[config.mk]
export PLATFORM = sky130hd
export DESIGN_NAME = ax25_nrzi_bit_stuffer_fcs_unit
export DESIGN_NICKNAME = d
export VERILOG_FILES = /design/src/rtl/ax25_pkg.sv /design/src/rtl/ax25_front.sv /design/src/rtl/ax25_queue.sv /design/src/rtl/ax25_back.sv /design/src/rtl/ax25_nrzi_bit_stuffer_fcs_unit.sv
export SDC_FILE = /design/constraint.sdc
export NUM_CORES = 1
export LEC_CHECK = 0
export ABC_CLOCK_PERIOD_IN_PS = 7830
export BUFFER_PORTS_ARGS = -buffer_cell sky130_fd_sc_hd__buf_2
export CELL_PAD_IN_SITES_DETAIL_PLACEMENT = 0
export CELL_PAD_IN_SITES_GLOBAL_PLACEMENT = 1
export CORE_MARGIN = 2
export CORE_UTILIZATION = 30
export DETAILED_ROUTE_END_ITERATION = 16
export PLACE_DENSITY = 0.59
export REMOVE_ABC_BUFFERS = 1
export SLEW_MARGIN = 25
export SYNTH_ARGS = -nofsm -noshare
export SYNTH_HDL_FRONTEND = slang
export SYNTH_HIERARCHICAL = 1
export SYNTH_SLANG_ARGS = --single-unit
[constraint.sdc]
create_clock -name clock -period 7.83 [get_ports clock]
set_clock_uncertainty 0.15 [all_clocks]
set_input_delay 1.566 -clock clock [delete_from_list [all_inputs] [get_ports clock]]
set_output_delay 1.566 -clock clock [all_outputs]
set_load 0.005 [all_outputs]
[src/rtl/ax25_pkg.sv]
package ax25_pkg;

   localparam int STUFF_RUN_DEFAULT = 5;

   localparam int BYTE_BITS = 8;
   localparam int FCS_BITS  = 16;
   localparam int CRC_W     = 16;
   localparam int RUN_W     = 8;
   // bit counter holds 0..FCS_BITS
   localparam int LEFT_W    = $clog2(FCS_BITS + 1);

   localparam logic [CRC_W-1:0] CRC_POLY   = 16'h8408;
   localparam logic [CRC_W-1:0] CRC_PRESET = 16'hFFFF;

   localparam logic [1:0] ACT_SEND   = 2'd0;
   localparam logic [1:0] ACT_FCS    = 2'd1;
   localparam logic [1:0] ACT_PRESET = 2'd2;

   localparam int QUEUE_DEPTH = 2;
   localparam int QPTR_W      = $clog2(QUEUE_DEPTH);
   localparam int QCNT_W      = $clog2(QUEUE_DEPTH + 1);

   typedef struct packed {
      logic [1:0] action;
      logic [7:0] data_byte;
      logic       stuff_enable;
   } req_type;

   typedef struct packed {
      logic tone_mark;
      logic is_stuffed;
      logic last;
   } rsp_type;

   typedef enum logic [1:0] {
      OP_SEND,
      OP_FCS,
      OP_PRESET
   } op_type;

   typedef struct packed {
      op_type     op;
      logic [7:0] data_byte;
      logic       stuff_enable;
   } cmd_type;

   typedef enum logic [1:0] {
      ST_IDLE,
      ST_BIT,
      ST_STUFF
   } state_type;

endpackage

[src/rtl/ax25_front.sv]
module ax25_front (
   input  logic              reset,
   input  logic              req_valid,
   output logic              req_ready,
   input  ax25_pkg::req_type req_payload,
   input  logic              q_full,
   output logic              q_push,
   output ax25_pkg::cmd_type q_cmd
);

   logic known;

   always_comb begin
      known             = 1'b1;
      q_cmd.op          = ax25_pkg::OP_SEND;
      q_cmd.data_byte   = req_payload.data_byte;
      q_cmd.stuff_enable = req_payload.stuff_enable;
      unique case (req_payload.action)
         ax25_pkg::ACT_SEND:   q_cmd.op = ax25_pkg::OP_SEND;
         ax25_pkg::ACT_FCS:    q_cmd.op = ax25_pkg::OP_FCS;
         ax25_pkg::ACT_PRESET: q_cmd.op = ax25_pkg::OP_PRESET;
         default:              known = 1'b0; // unused code is dropped here
      endcase
   end

   assign req_ready = !q_full && !reset;
   assign q_push    = req_valid && req_ready && known;

endmodule

[src/rtl/ax25_queue.sv]
module ax25_queue (
   input  logic              clock,
   input  logic              reset,
   input  logic              push,
   input  ax25_pkg::cmd_type push_cmd,
   output logic              full,
   input  logic              pop,
   output logic              not_empty,
   output ax25_pkg::cmd_type head_cmd
);

   ax25_pkg::cmd_type                  entries_ff [ax25_pkg::QUEUE_DEPTH];
   logic [ax25_pkg::QPTR_W-1:0]        wr_ptr_ff, wr_ptr_in;
   logic [ax25_pkg::QPTR_W-1:0]        rd_ptr_ff, rd_ptr_in;
   logic [ax25_pkg::QCNT_W-1:0]        count_ff, count_in;
   logic                               do_push, do_pop;

   assign full      = count_ff == ax25_pkg::QCNT_W'(ax25_pkg::QUEUE_DEPTH);
   assign not_empty = count_ff != '0;
   assign head_cmd  = entries_ff[rd_ptr_ff];
   assign do_push   = push && !full;
   assign do_pop    = pop && not_empty;

   always_comb begin
      wr_ptr_in = do_push ? wr_ptr_ff + 1'b1 : wr_ptr_ff;
      rd_ptr_in = do_pop ? rd_ptr_ff + 1'b1 : rd_ptr_ff;
      count_in  = count_ff;
      if (do_push && !do_pop) begin
         count_in = count_ff + 1'b1;
      end else if (do_pop && !do_push) begin
         count_in = count_ff - 1'b1;
      end
   end

   always_ff @(posedge clock) begin
      if (reset) begin
         wr_ptr_ff <= '0;
         rd_ptr_ff <= '0;
         count_ff  <= '0;
      end else begin
         wr_ptr_ff <= wr_ptr_in;
         rd_ptr_ff <= rd_ptr_in;
         count_ff  <= count_in;
      end
   end

   always_ff @(posedge clock) begin
      if (do_push) begin
         entries_ff[wr_ptr_ff] <= push_cmd;
      end
   end

endmodule

[src/rtl/ax25_back.sv]
module ax25_back #(
   parameter int StuffRun = ax25_pkg::STUFF_RUN_DEFAULT
) (
   input  logic              clock,
   input  logic              reset,
   input  logic              q_valid,
   input  ax25_pkg::cmd_type q_cmd,
   output logic              q_pop,
   output logic              rsp_valid,
   input  logic              rsp_ready,
   output ax25_pkg::rsp_type rsp_payload
);

   ax25_pkg::state_type                state_ff, state_in;
   logic [ax25_pkg::CRC_W-1:0]         crc_ff, crc_in;
   logic [ax25_pkg::FCS_BITS-1:0]      shift_ff, shift_in;
   logic [ax25_pkg::LEFT_W-1:0]        left_ff, left_in;
   logic [ax25_pkg::RUN_W-1:0]         run_ff, run_in;
   logic                               level_ff, level_in;
   logic                               stuff_ff, stuff_in;
   logic                               rsp_valid_ff, rsp_valid_in;
   ax25_pkg::rsp_type                  rsp_ff, rsp_in;

   logic                               can_emit;
   logic                               bit_val;
   logic                               stuff_hit;
   logic [ax25_pkg::RUN_W-1:0]         run_next;
   logic [ax25_pkg::CRC_W-1:0]         crc_shr;

   assign can_emit    = !rsp_valid_ff || rsp_ready;
   assign rsp_valid   = rsp_valid_ff;
   assign rsp_payload = rsp_ff;

   always_comb begin
      state_in     = state_ff;
      crc_in       = crc_ff;
      shift_in     = shift_ff;
      left_in      = left_ff;
      run_in       = run_ff;
      level_in     = level_ff;
      stuff_in     = stuff_ff;
      rsp_in       = rsp_ff;
      rsp_valid_in = rsp_valid_ff && !rsp_ready;
      q_pop        = 1'b0;
      bit_val      = shift_ff[0];
      stuff_hit    = 1'b0;
      run_next     = run_ff + 1'b1;
      crc_shr      = crc_ff >> 1;

      unique case (state_ff)
         ax25_pkg::ST_IDLE: begin
            if (q_valid) begin
               q_pop = 1'b1;
               unique case (q_cmd.op)
                  ax25_pkg::OP_SEND: begin
                     shift_in = ax25_pkg::FCS_BITS'(q_cmd.data_byte);
                     left_in  = ax25_pkg::LEFT_W'(ax25_pkg::BYTE_BITS);
                     stuff_in = q_cmd.stuff_enable;
                     state_in = ax25_pkg::ST_BIT;
                  end
                  ax25_pkg::OP_FCS: begin
                     // FCS goes out low byte first, so the inverted CRC shifts LSB first
                     shift_in = ~crc_ff;
                     left_in  = ax25_pkg::LEFT_W'(ax25_pkg::FCS_BITS);
                     stuff_in = 1'b1;
                     state_in = ax25_pkg::ST_BIT;
                  end
                  ax25_pkg::OP_PRESET: begin
                     crc_in = ax25_pkg::CRC_PRESET;
                  end
                  default: begin
                  end
               endcase
            end
         end
         ax25_pkg::ST_BIT: begin
            if (can_emit) begin
               crc_in   = (crc_ff[0] ^ bit_val) ? (crc_shr ^ ax25_pkg::CRC_POLY) : crc_shr;
               shift_in = shift_ff >> 1;
               left_in  = left_ff - 1'b1;
               if (bit_val) begin
                  if (stuff_ff && run_next == ax25_pkg::RUN_W'(StuffRun)) begin
                     stuff_hit = 1'b1;
                     run_in    = '0;
                  end else begin
                     run_in = run_next;
                  end
               end else begin
                  level_in = !level_ff;
                  run_in   = '0;
               end
               rsp_valid_in      = 1'b1;
               rsp_in.tone_mark  = level_in;
               rsp_in.is_stuffed = 1'b0;
               rsp_in.last       = (left_ff == ax25_pkg::LEFT_W'(1)) && !stuff_hit;
               if (stuff_hit) begin
                  state_in = ax25_pkg::ST_STUFF;
               end else if (left_ff == ax25_pkg::LEFT_W'(1)) begin
                  state_in = ax25_pkg::ST_IDLE;
               end
            end
         end
         ax25_pkg::ST_STUFF: begin
            if (can_emit) begin
               level_in          = !level_ff;
               run_in            = '0;
               rsp_valid_in      = 1'b1;
               rsp_in.tone_mark  = !level_ff;
               rsp_in.is_stuffed = 1'b1;
               rsp_in.last       = left_ff == '0;
               state_in          = (left_ff == '0) ? ax25_pkg::ST_IDLE : ax25_pkg::ST_BIT;
            end
         end
         default: begin
            state_in = ax25_pkg::ST_IDLE;
         end
      endcase
   end

   always_ff @(posedge clock) begin
      if (reset) begin
         state_ff     <= ax25_pkg::ST_IDLE;
         crc_ff       <= ax25_pkg::CRC_PRESET;
         run_ff       <= '0;
         level_ff     <= 1'b0;
         rsp_valid_ff <= 1'b0;
      end else begin
         state_ff     <= state_in;
         crc_ff       <= crc_in;
         run_ff       <= run_in;
         level_ff     <= level_in;
         rsp_valid_ff <= rsp_valid_in;
      end
   end

   always_ff @(posedge clock) begin
      shift_ff <= shift_in;
      left_ff  <= left_in;
      stuff_ff <= stuff_in;
      rsp_ff   <= rsp_in;
   end

endmodule

[src/rtl/ax25_nrzi_bit_stuffer_fcs_unit.sv]
// channel  | valid     | ready     | payload
// request  | req_valid | req_ready | req_payload (action, data_byte, stuff_enable)
// response | rsp_valid | rsp_ready | rsp_payload (tone_mark, is_stuffed, last)
//
// The symbol engine, while sending and not stalled, emits one NRZI symbol per cycle; a loaded
// byte yields 8 data symbols plus stuffing, an FCS 16 plus stuffing, a preset none.
// A two-entry request queue sits between decode and the symbol engine.
// Synchronous active-high reset: CRC preset to 0xFFFF, line level low, run count 0.
// A stalled response holds the engine; requests keep queuing until the queue fills.
module ax25_nrzi_bit_stuffer_fcs_unit #(
   parameter int StuffRun = ax25_pkg::STUFF_RUN_DEFAULT
) (
   input  logic              clock,
   input  logic              reset,
   input  logic              req_valid,
   output logic              req_ready,
   input  ax25_pkg::req_type req_payload,
   output logic              rsp_valid,
   input  logic              rsp_ready,
   output ax25_pkg::rsp_type rsp_payload
);

   logic              q_push, q_full, q_pop, q_not_empty;
   ax25_pkg::cmd_type push_cmd, head_cmd;

   ax25_front u_front (
      .reset       (reset),
      .req_valid   (req_valid),
      .req_ready   (req_ready),
      .req_payload (req_payload),
      .q_full      (q_full),
      .q_push      (q_push),
      .q_cmd       (push_cmd)
   );

   ax25_queue u_queue (
      .clock     (clock),
      .reset     (reset),
      .push      (q_push),
      .push_cmd  (push_cmd),
      .full      (q_full),
      .pop       (q_pop),
      .not_empty (q_not_empty),
      .head_cmd  (head_cmd)
   );

   ax25_back #(
      .StuffRun (StuffRun)
   ) u_back (
      .clock       (clock),
      .reset       (reset),
      .q_valid     (q_not_empty),
      .q_cmd       (head_cmd),
      .q_pop       (q_pop),
      .rsp_valid   (rsp_valid),
      .rsp_ready   (rsp_ready),
      .rsp_payload (rsp_payload)
   );

endmodule
==> results.py <==
metrics = {
    "outcome": {
        "status": "complete, no violations",
    },
    "synth": {
        "synth_ff_type": "edfxtp_1",
        "seq_area_frac_synth": 0.5399,
        "synth_top_area_frac": 0.3678,
        "postSynthCellCount": 357,
        "synthArstFlopShare": 0,
        "ys_types": 54,
        "yosys-top-cells-count": "edfxtp_1, dfxtp_1, o21ai_0",
        "synth-seq-cells": 80,
        "synth-edff-count": 47,
        "synth_most_common_cell": "edfxtp_1",
        "synth.top_cells.by_area": "edfxtp_1, dfxtp_1, o21ai_0, ha_1, mux2_2",
        "synth.avg_cell_area_um2": 10.75,
        "yosys.area.top_type": "edfxtp_1",
        "syn_area_mm2": 0.003837,
        "yosysWarnings": 6,
    },
    "sta": {
        "worst_slack_ns": 3.833,
        "fin_tns_setup_ns": 0,
        "finalSetupViolCount": 0,
        "rsz0062_at_grt": "false",
        "slew_violations": 0,
        "tightest_slew_ns": 0.8049,
        "finalCritPeriodShare": 0.5105,
        "slew_headroom": 0.4634,
        "hold_violations": 0,
        "fmax_mhz": 250.2,
        "fin_crit_ns": 3.997,
    },
    "setup_path": {
        "path_class": "input port to primary output",
        "path_max_fanout": 34,
        "worst-path-stages": 3,
        "worst_setup_path_start_kind": "input port",
        "slowest_delay_ns": 0.50,
        "critPathBufInv": 2,
        "rr_worst_depth": 6,
        "worstPathRequired_ns": 6.11,
        "path_cells": "buf_2 -> nor2_2 -> buf_2",
        "ff2ff_setup_slack_ns": 5.32,
        "arrival_ns": 2.28,
        "crit_path_end_kind": "primary output",
        "cp_top_family": "buffers and inverters",
        "critPathMostFrequentCell": "buf_2",
        "cpMaxStageDelayCell": "buf_2",
    },
    "cts": {
        "cts_sinks": 80,
        "clk_pin_slew_ns": 0.06,
        "cts_made_buffers": 9,
        "htree_num_levels": 3,
        "cts_root_buf": "clkbuf_16",
        "cts_tree": "done",
        "cts_buffer_depth": 2,
        "clk_latency_ns": 0.32,
        "cts_resized": 0,
        "hold_buffers": 0,
        "post_cts_buffers": 0,
    },
    "place": {
        "gp_congestion": 0.7254,
        "io_buffers": 19,
        "hpwl_um": 4366,
        "dp.cells": 524,
        "pre_cts_ws_ns": 3.821,
    },
    "cells_and_area": {
        "area_growth_pct": 11.87,
        "layout-drive-gt1-share": 0.1924,
        "nNetsFinal": 389,
        "final_cells": 541,
        "num_antenna_cells": 0,
        "fin_util": 0.3416,
    },
    "drt": {
        "drtAntennaViolNets": 0,
        "remaining_drc_errors": 0,
        "wirelength_um": 6796,
        "dr.pass1.iters": 4,
        "wire_per_inst_um": 12.56,
        "drtIter0Drc": 151,
        "vias": 2457,
        "viasPerCell": 4.542,
    },
    "grt": {
        "grt_antenna_before_repair": 0,
        "grt_max_degree": 55,
        "grt_pass1_vias": 2356,
        "grt_pass1_wl_um": 11400,
        "grt_overflow": 0,
        "grt_usage": 0.1071,
    },
    "worst_hold_path": {
        "hold_depth": 2,
        "min-delay-path-class": "flip-flop to flip-flop",
    },
    "power": {
        "leakagePower_nw": 1.472,
        "power_mw": 1.293,
        "power_density_mw_per_mm2": 301.2,
        "ir_worst_vdd_mv": 0.1211,
    },
    "floorplan": {
        "die_y_um": 117.1,
        "die-width_um": 117.1,
        "start_util": 0.3053,
        "io_pins": 20,
        "fp-row-count": 41,
        "die_area_mm2": 0.01371,
        "core-area_mm2": 0.01257,
    },
    "flow_run": {
        "cap_viol_max_count": 0,
    },
}
## per-layer routing
| layer | GRT usage | vias to the layer above | wire [µm] |
|---|---|---|---|
| li1 | - | 1262 | - |
| met3 | 0.02729 | 6 | 204 |
| met2 | 0.1626 | 27 | 2930 |
| met5 | 0 | - | 0 |
| met1 | 0.1480 | 1162 | 3570 |
| met4 | 0.04000 | 0 | 90 |
## logic make-up (layout without fill, tap and decap cells)
group	count (synthesis)	count (layout)	share of synthesized area
DFF	80	80	0.5399
xor gates and xnor gates	12	12	0.02739
muxes	11	11	0.03228
and+or+nand+nor	130	130	0.1904
adders and majority gates	10	10	0.03261
AOI/OAI and AO/OA	76	76	0.1262
buffers and inverters	38	50	0.05119
## per-stage QoR
| step | area [µm²] | hold slack (ns) |
|---|---|---|
| floorplan | 3686 | 0.3016 |
| global placement | 4015 | 0.3233 |
| detailed placement | 4015 | 0.3260 |
| CTS | 4282 | 0.3387 |
| global route | 4293 | 0.3758 |
| finish | 4293 | 0.3343 |
## final timing paths
check / endpoint / startpoint
worst max-delay path: req_ready / reset
worst min-delay path: u_queue/wr_ptr_ff / u_queue/wr_ptr_ff
worst max register to register: u_back/crc_ff[8] / flip-flop
worst min register to register: u_queue/wr_ptr_ff / u_queue/wr_ptr_ff
## report_power, final
part           switching [mW]  total, mW  internal, mW  leakage (nW)
registers              0.0494      0.611         0.562         0.705
logic                   0.186      0.308         0.122         0.640
clock network           0.160      0.374         0.214         0.127
## state kept, by name, indices dropped and copies added (netlist names), named ones only
name	cells
u_back/crc_ff	16
u_back/left_ff	5
u_back/level_ff	1
u_back/rsp_payload	3
u_back/rsp_valid	1
u_back/run_ff	8
u_back/shift_ff	16
u_back/state_ff	2
u_back/stuff_ff	1
u_queue/count_ff	2
u_queue/entries_ff	22
u_queue/rd_ptr_ff	1
u_queue/wr_ptr_ff	1
## tightest hold or removal path, delay by kind of cell (launching register included)
family         cells  cell delay, ns
flip-flops         1            0.31
AO/OA/AOI/OAI      2            0.13
## layout make-up
cell class / count / area [µm²]
fillers: 1250 / 8275
well taps: 172 / 215.2
clock buffers: 11 / 232.7
flip-flops and latches: 80 / 2072
repair buffers: 22 / 121.4
multi-input cells: 239 / 1573
inverters: 12 / 45.04
clock inverters: 5 / 33.78
## placed cells by master (no fill, tap or decap), types with 4 or more instances in the layout
cell type,n
edfxtp_1,47
dfxtp_1,33
o21ai_0,31
nor2_1,29
nand2_1,24
a21oi_1,20
buf_2,19
nand2b_1,19
nand3b_1,14
inv_1,11
mux2_2,11
ha_1,10
clkbuf_16,9
xnor2_1,8
nor2b_1,8
o31ai_1,7
nand3_1,5
xor2_1,4
or3_1,4
(Power assumes the default switching activity.)
